### src/hw/rtl/smpq_pkg.sv
package smpq_pkg;

    // Default number of entries the queue can hold.
    localparam int SMPQ_CAPACITY = 16;

    // Width of the reported fill count, fixed by the result format.
    localparam int FILL_W = 5;

    // Operation carried by an input transaction.
    typedef enum logic {
        CMD_INSERT  = 1'b0,
        CMD_EXTRACT = 1'b1
    } t_cmd;

    // Outcome reported with every result transaction.
    typedef enum logic [1:0] {
        ST_DONE  = 2'd0,
        ST_EMPTY = 2'd1,
        ST_FULL  = 2'd2
    } t_status;

    // One held entry.
    typedef struct packed {
        logic signed [31:0] value;
        logic signed [31:0] prio;
    } t_entry;

    // Input transaction payload.
    typedef struct packed {
        t_cmd               cmd;
        logic signed [31:0] item_value;
        logic signed [31:0] item_priority;
    } t_in;

    // Result transaction payload.
    typedef struct packed {
        t_status             status;
        logic signed [31:0]  taken_value;
        logic signed [31:0]  taken_priority;
        logic signed [31:0]  top_value;
        logic signed [31:0]  top_priority;
        logic                is_empty;
        logic [FILL_W-1:0]   fill;
    } t_out;

    // Per-step control broadcast to every slot.
    typedef struct packed {
        logic insert;
        logic extract;
    } t_cell_ctl;

endpackage

### src/hw/rtl/smpq_cell.sv
module smpq_cell
    import smpq_pkg::*;
(
    input  logic      i_clk,
    input  t_cell_ctl i_ctl,
    input  logic      i_valid,
    input  t_entry    i_new,
    input  t_entry    i_prev,
    input  t_entry    i_next,
    input  logic      i_prev_ge,
    output t_entry    o_entry,
    output logic      o_ge
);

    t_entry r_entry;
    t_entry n_entry;

    // A held entry whose priority is at least the new one stays ahead of it.
    assign o_ge = i_valid && ($signed(r_entry.prio) >= $signed(i_new.prio));

    // Keep, take the new entry, shift down on insert, or shift up on extract.
    always_comb begin
        n_entry = r_entry;
        if (i_ctl.extract) begin
            n_entry = i_next;
        end else if (i_ctl.insert && !o_ge) begin
            n_entry = i_prev_ge ? i_new : i_prev;
        end
    end

    always_ff @(posedge i_clk) begin
        r_entry <= n_entry;
    end

    assign o_entry = r_entry;

endmodule

### src/hw/rtl/sorted_max_priority_queue_unit.sv
// Sorted max-priority queue built as a row of shift-register slots.
// Input channel (i_in_valid / o_in_ready / i_in_data): each transaction is an
// insert or an extract. Output channel (o_out_valid / i_out_ready /
// o_out_data): exactly one result transaction per input transaction, in order.
// An accepted transaction is held in an input register; once the output
// register is free or being emptied, every slot compares its priority with the
// new one in parallel and the whole row shifts or holds in a single step, while
// the result is written to the output register, which drives o_out_valid. One
// transaction per cycle is sustained as long as the receiver takes results.
// Equal priorities leave in arrival order. Inserting into a full
// queue is rejected with status full, extracting from an empty queue returns
// status empty; neither changes the contents.
// Reset empties the queue and drops any transaction in flight; slot contents
// are not cleared, only the entry count.
// When the receiver stalls, the result stays in the output register, one more
// transaction may wait in the input register, and then o_in_ready falls.
module sorted_max_priority_queue_unit
    import smpq_pkg::*;
#(
    parameter int CAPACITY = SMPQ_CAPACITY
) (
    input  logic i_clk,
    input  logic i_rst_n,
    input  logic i_in_valid,
    output logic o_in_ready,
    input  t_in  i_in_data,
    output logic o_out_valid,
    input  logic i_out_ready,
    output t_out o_out_data
);

    localparam int CNT_W = $clog2(CAPACITY + 1);

    logic             r_in_valid;
    t_in              r_in;
    logic             r_out_valid;
    t_out             r_out;
    logic [CNT_W-1:0] r_count;
    logic [CNT_W-1:0] n_count;

    logic      w_proc;
    logic      w_full;
    logic      w_empty;
    logic      w_ins_ok;
    logic      w_ext_ok;
    t_cell_ctl w_ctl;
    t_entry    w_new;
    t_entry    w_slot [CAPACITY];
    logic      w_ge   [CAPACITY];
    t_out      n_out;
    logic [FILL_W+CNT_W-1:0] w_fill_ext;

    // A transaction in the input register is processed when the output register
    // is free or being emptied in the same cycle.
    assign w_proc     = r_in_valid && (!r_out_valid || i_out_ready);
    assign o_in_ready = !r_in_valid || w_proc;

    assign w_full   = (r_count == CNT_W'(CAPACITY));
    assign w_empty  = (r_count == '0);
    assign w_ins_ok = w_proc && (r_in.cmd == CMD_INSERT) && !w_full;
    assign w_ext_ok = w_proc && (r_in.cmd == CMD_EXTRACT) && !w_empty;

    assign w_ctl.insert  = w_ins_ok;
    assign w_ctl.extract = w_ext_ok;

    assign w_new.value = r_in.item_value;
    assign w_new.prio  = r_in.item_priority;

    // Row of slots, head at index zero.
    for (genvar i = 0; i < CAPACITY; i++) begin : g_slot
        t_entry w_prev;
        t_entry w_next;
        logic   w_prev_ge;

        if (i == 0) begin : g_head
            assign w_prev    = w_new;
            assign w_prev_ge = 1'b1;
        end else begin : g_body
            assign w_prev    = w_slot[i-1];
            assign w_prev_ge = w_ge[i-1];
        end

        if (i == CAPACITY - 1) begin : g_tail
            assign w_next = w_slot[i];
        end else begin : g_mid
            assign w_next = w_slot[i+1];
        end

        smpq_cell u_cell (
            .i_clk     (i_clk),
            .i_ctl     (w_ctl),
            .i_valid   (CNT_W'(i) < r_count),
            .i_new     (w_new),
            .i_prev    (w_prev),
            .i_next    (w_next),
            .i_prev_ge (w_prev_ge),
            .o_entry   (w_slot[i]),
            .o_ge      (w_ge[i])
        );
    end

    // Entry count after this step.
    always_comb begin
        n_count = r_count;
        if (w_ins_ok) begin
            n_count = r_count + CNT_W'(1);
        end else if (w_ext_ok) begin
            n_count = r_count - CNT_W'(1);
        end
    end

    assign w_fill_ext = {{FILL_W{1'b0}}, n_count};

    // Result of this step, including the head as it will be afterwards.
    always_comb begin
        n_out                = '0;
        n_out.status         = ST_DONE;
        n_out.fill           = w_fill_ext[FILL_W-1:0];
        n_out.is_empty       = (n_count == '0);
        if (r_in.cmd == CMD_INSERT && w_full) begin
            n_out.status = ST_FULL;
        end else if (r_in.cmd == CMD_EXTRACT && w_empty) begin
            n_out.status = ST_EMPTY;
        end
        if (w_ext_ok) begin
            n_out.taken_value    = w_slot[0].value;
            n_out.taken_priority = w_slot[0].prio;
        end
        if (n_count != '0) begin
            if (w_ins_ok && !w_ge[0]) begin
                n_out.top_value    = w_new.value;
                n_out.top_priority = w_new.prio;
            end else if (w_ext_ok) begin
                n_out.top_value    = w_slot[1].value;
                n_out.top_priority = w_slot[1].prio;
            end else begin
                n_out.top_value    = w_slot[0].value;
                n_out.top_priority = w_slot[0].prio;
            end
        end
    end

    // Control registers.
    always_ff @(posedge i_clk) begin
        if (!i_rst_n) begin
            r_in_valid  <= 1'b0;
            r_out_valid <= 1'b0;
            r_count     <= '0;
        end else begin
            if (o_in_ready) begin
                r_in_valid <= i_in_valid;
            end
            if (w_proc) begin
                r_out_valid <= 1'b1;
            end else if (i_out_ready) begin
                r_out_valid <= 1'b0;
            end
            r_count <= n_count;
        end
    end

    // Payload registers.
    always_ff @(posedge i_clk) begin
        if (o_in_ready && i_in_valid) begin
            r_in <= i_in_data;
        end
        if (w_proc) begin
            r_out <= n_out;
        end
    end

    assign o_out_valid = r_out_valid;
    assign o_out_data  = r_out;

    // The entry count never goes past the capacity.
    a_count_bound: assert property (@(posedge i_clk) disable iff (!i_rst_n)
        r_count <= CNT_W'(CAPACITY))
        else $error("entry count exceeds capacity");

    // An accepted insert into a queue with room grows it by exactly one.
    a_insert_grows: assert property (@(posedge i_clk) disable iff (!i_rst_n)
        w_ins_ok |=> (r_count == $past(r_count) + CNT_W'(1)))
        else $error("insert did not grow the queue by one");

    // Extract on an empty queue reports empty and leaves the count alone.
    a_empty_extract: assert property (@(posedge i_clk) disable iff (!i_rst_n)
        (w_proc && r_in.cmd == CMD_EXTRACT && w_empty) |=>
            (r_out_valid && r_out.status == ST_EMPTY && r_count == '0))
        else $error("extract on empty queue misreported");

    // The two front slots stay in descending priority order.
    a_head_sorted: assert property (@(posedge i_clk) disable iff (!i_rst_n)
        (r_count >= CNT_W'(2)) |->
            ($signed(w_slot[0].prio) >= $signed(w_slot[1].prio)))
        else $error("head slots out of priority order");

endmodule

### config.mk
export PLATFORM = sky130hd
export DESIGN_NAME = sorted_max_priority_queue_unit
export DESIGN_NICKNAME = d
export VERILOG_FILES = /design/src/hw/rtl/smpq_pkg.sv /design/src/hw/rtl/smpq_cell.sv /design/src/hw/rtl/sorted_max_priority_queue_unit.sv
export SDC_FILE = /design/constraint.sdc
export NUM_CORES = 2
export LEC_CHECK = 0
export BUFFER_PORTS_ARGS = -buffer_cell sky130_fd_sc_hd__buf_2
export CAP_MARGIN = 30
export CORE_UTILIZATION = 57
export DETAILED_ROUTE_END_ITERATION = 16
export MAX_ROUTING_LAYER = met4
export PLACE_DENSITY_LB_ADDON = 0.12
export RECOVER_POWER = 25
export SYNTH_ARGS = -nofsm -noshare
export SYNTH_HDL_FRONTEND = slang
export SYNTH_SLANG_ARGS = --single-unit
### constraint.sdc
create_clock -name i_clk -period 16.4 [get_ports i_clk]
set_clock_uncertainty 0.05 [all_clocks]
set_input_delay 0.82 -clock i_clk [delete_from_list [all_inputs] [get_ports i_clk]]
set_output_delay 0.82 -clock i_clk [all_outputs]
set_load 0.1 [all_outputs]
==> flow_metrics.tcl <==
set metrics [dict create \
    outcome "complete, but fails checks" \
    failing_checks "capacitance limit, slew limit" \
    port_buffers 206 \
    synthTopCellsByArea "edfxtp_1 (53%), ha_1 (9.3%), mux2i_1 (6.4%), nand2_1 (6.1%), a21oi_1 (3.7%)" \
    area.growth.synth_to_final_pct 9.77 \
    setup_slack_ps 5840 \
    max_slew.worst_pin.slew_ps 4300 \
    syn_inst 6522 \
    post_route_cells_drive_above_1_share_pct 6.82 \
    timing.max_cap.violations 20 \
    timing.final.setup_violations 0 \
    share_clk_of_total_power_pct 39.2 \
    p_switching_mw 2.22 \
    cts-htree-levels 4 \
    gpl.final_weighted_congestion 1.02 \
    comb_power_share_pct 12.7 \
    vias 54481 \
    drt_iter0_drc 7137 \
    core_area_mm2 0.120 \
    clock_latency_ps 810 \
    first_global_vias 51866 \
    syn_area_per_cell_um2 10.6 \
    final_nets 7074 \
    cts_resized 0 \
    power_mw 7.94 \
    tritoncts "done" \
    synth_top_cells_by_count "edfxtp_1 (1225), nand2_1 (1119), ha_1 (515)" \
    clkSlewWorstSetupHoldPaths_ps 50 \
    timing.critical_path.arrival_ps 11050 \
    yosysSeqAreaShare_pct 53.2 \
    crit_path_end_kind "flip-flop" \
    die_width_um 351 \
    library_cell_used_as_clock_root_buffer "clkbuf_16" \
    grt_first_pass_wirelength_um 329000 \
    die-height_um 351 \
    cp-start-kind "flip-flop" \
    grt_util_all_layers_pct 36.9 \
    synthesis.area_mm2 0.0694 \
    drt_wl_total_um 222000 \
    leakagePower_nw 27.5 \
    achievable-frequency_mhz 94.7 \
    yosys.area.top_type_share_pct 53.0 \
    drtAntennaViolNets 0 \
    worst-setup-path-type "reg2reg" \
    detailedRoute.firstPassIterationCount 6 \
    yosys_warnings 0 \
    vdd_ir_drop_max_v 0.000122 \
    floorplan.io_pins 207 \
    dpl-instance-area_mm2 0.0720 \
    place_worst_setup_slack_ps 9870 \
    number_of_synthesized_flops_with_an_enable_pin 1225 \
    cts_max_path_buffers 3 \
    globalRouteOverflowTotal 0 \
    ys_dominant_reg_cell "edfxtp_1" \
    avgViaCountPerCell 6.63 \
    maxSlewViolCount 1020 \
    finalCriticalPeriod_ps 10560 \
    worst_ep_required_time_ps 16890 \
    power.sequential.fraction_pct 48.1 \
    num_cts_buffers 140 \
    yosys.area.top_type "edfxtp_1" \
    internal-power_mw 5.72 \
    synth_fp_nets 7106 \
    detail_route.drc_violations 0 \
    timing_hold_violations_final 0 \
    grt_setup_unrepaired "no" \
    distinct_cell_type_count_of_the_synthesized_netlist 67 \
    synth_async_sr_flop_share_pct 0 \
    cts.sink_count 1232 \
    post_cts.repair.setup_buffers 0 \
    dpl.hpwl_um 143000 \
    final.setup.tns_ps 0 \
    floorplan.initialDensity_pct 57.7 \
    num_rows 127 \
    wire_per_inst_um 27.1 \
    grt_max_degree 234 \
    synth.ff_latch_count 1232 \
    hold_path_class "in2reg" \
    synth.most_common_cell "edfxtp_1" \
    power_density_mw_per_mm2 104 \
    switching_share_pct 28.0 \
    final_design_area_no_fill_mm2 0.0762 \
    antenna_found_initial 7 \
    die_area_mm2 0.123 \
    crit_path_max_fanout 98 \
    hold_buffers 0 \
    fin_crit_sh_pct 64.4 \
    max-slew-margin-rel_pct -187 \
]
-- critical path, stage by stage (launching register included) --
cell	delay (ps)
dfxtp_1	300
and2b_1	220
nor2b_1	1250
and3_1	1900
clkbuf_1	2670
clkbuf_1	2890
nand2_1	270
a311oi_1	600
-- layout by cell type, fill, tap and decap left out, types with 7 or more instances in the layout --
cell type  count
and2_1        55
nand4_1      105
a21oi_1      510
o21ai_4       11
o31ai_1        9
o21ai_0      392
a221oi_1       9
a211oi_1      20
nor2b_1       23
nand2_4        8
o21ai_1       16
clkinv_2      18
buf_2         62
and2_0        20
clkinv_1      43
dfxtp_1        7
a21o_1        48
ha_1         515
nor4_1        16
nor3_1        18
nor2_1       395
a311oi_1      65
o21a_1        16
bufinv_16     10
a31oi_1       68
inv_1         69
nand3_1      361
clkbuf_16    141
clkbuf_1     186
edfxtp_1    1225
buf_16         9
mux2_2        64
a2111oi_0      9
mux2i_1      447
o211ai_1     301
nand2_1     1111
buf_4         89
-- metrics by stage --
stage,util (%),instances,hold WS (ps)
after floorplan,-,6522,450
after global placement,59.6,7943,466
after detailed placement,59.9,7960,479
after CTS,63.6,8214,97.1
after global routing,63.3,8217,112
final,63.3,8219,140
-- power by group through the flow --
stage / Sequential, mW / Combinational, mW / Clock (mW)
2_1_floorplan: 3.96 / 0.561 / 0
6_report: 3.82 / 1.01 / 3.11
4_1_cts: 3.81 / 0.994 / 3.14
5_1_grt: 3.84 / 1.08 / 3.26
3_3_place_gp: 3.88 / 0.954 / 0
3_5_place_dp: 3.88 / 0.990 / 0
-- area by class of cell --
class | instances | area, um^2
fillers | 9769 | 44100
flip-flops and latches | 1232 | 36900
multi-input cells | 4719 | 30500
clock buffers | 165 | 3620
well taps | 1612 | 2020
repair buffers | 328 | 1950
clock inverters | 89 | 853
inverters | 69 | 259
diodes | 5 | 12.5
-- cells by family after synthesis --
group	synth area share [%]
compound gates	13.3
xor+xnor	0.0379
fa+ha+maj	9.28
buf+inv	3.23
flops	53.2
mux	7.49
simple gates	13.4
-- registers in the layout, indices dropped and copies added, names as in the netlist --
name,flops
o_out_valid,1
o_out_data,136
r_in,1
g_slot.u_cell.o_entry,1024
r_in_valid,1
g_slot.w_prev,64
r_count,5
-- final timing paths --
kind	start	endpoint	slack, ps	depth (start not counted)
max	o_out_valid	o_out_data[25]	5840	7
min	i_in_data[33]	g_slot[0].w_prev[33]	140	1
max reg2reg	o_out_valid	o_out_data[25]	5840	7
min reg2reg	g_slot[15].u_cell.o_entry[46]	g_slot[14].u_cell.o_entry[46]	490	2
-- metal layers --
metal,global-route usage (%),wire length [um]
met3,6.99,23400
met5,-,0
met4,15.4,9450
met1,50.1,90800
met2,54.3,98700
Power figures use the tool's default switching activity.
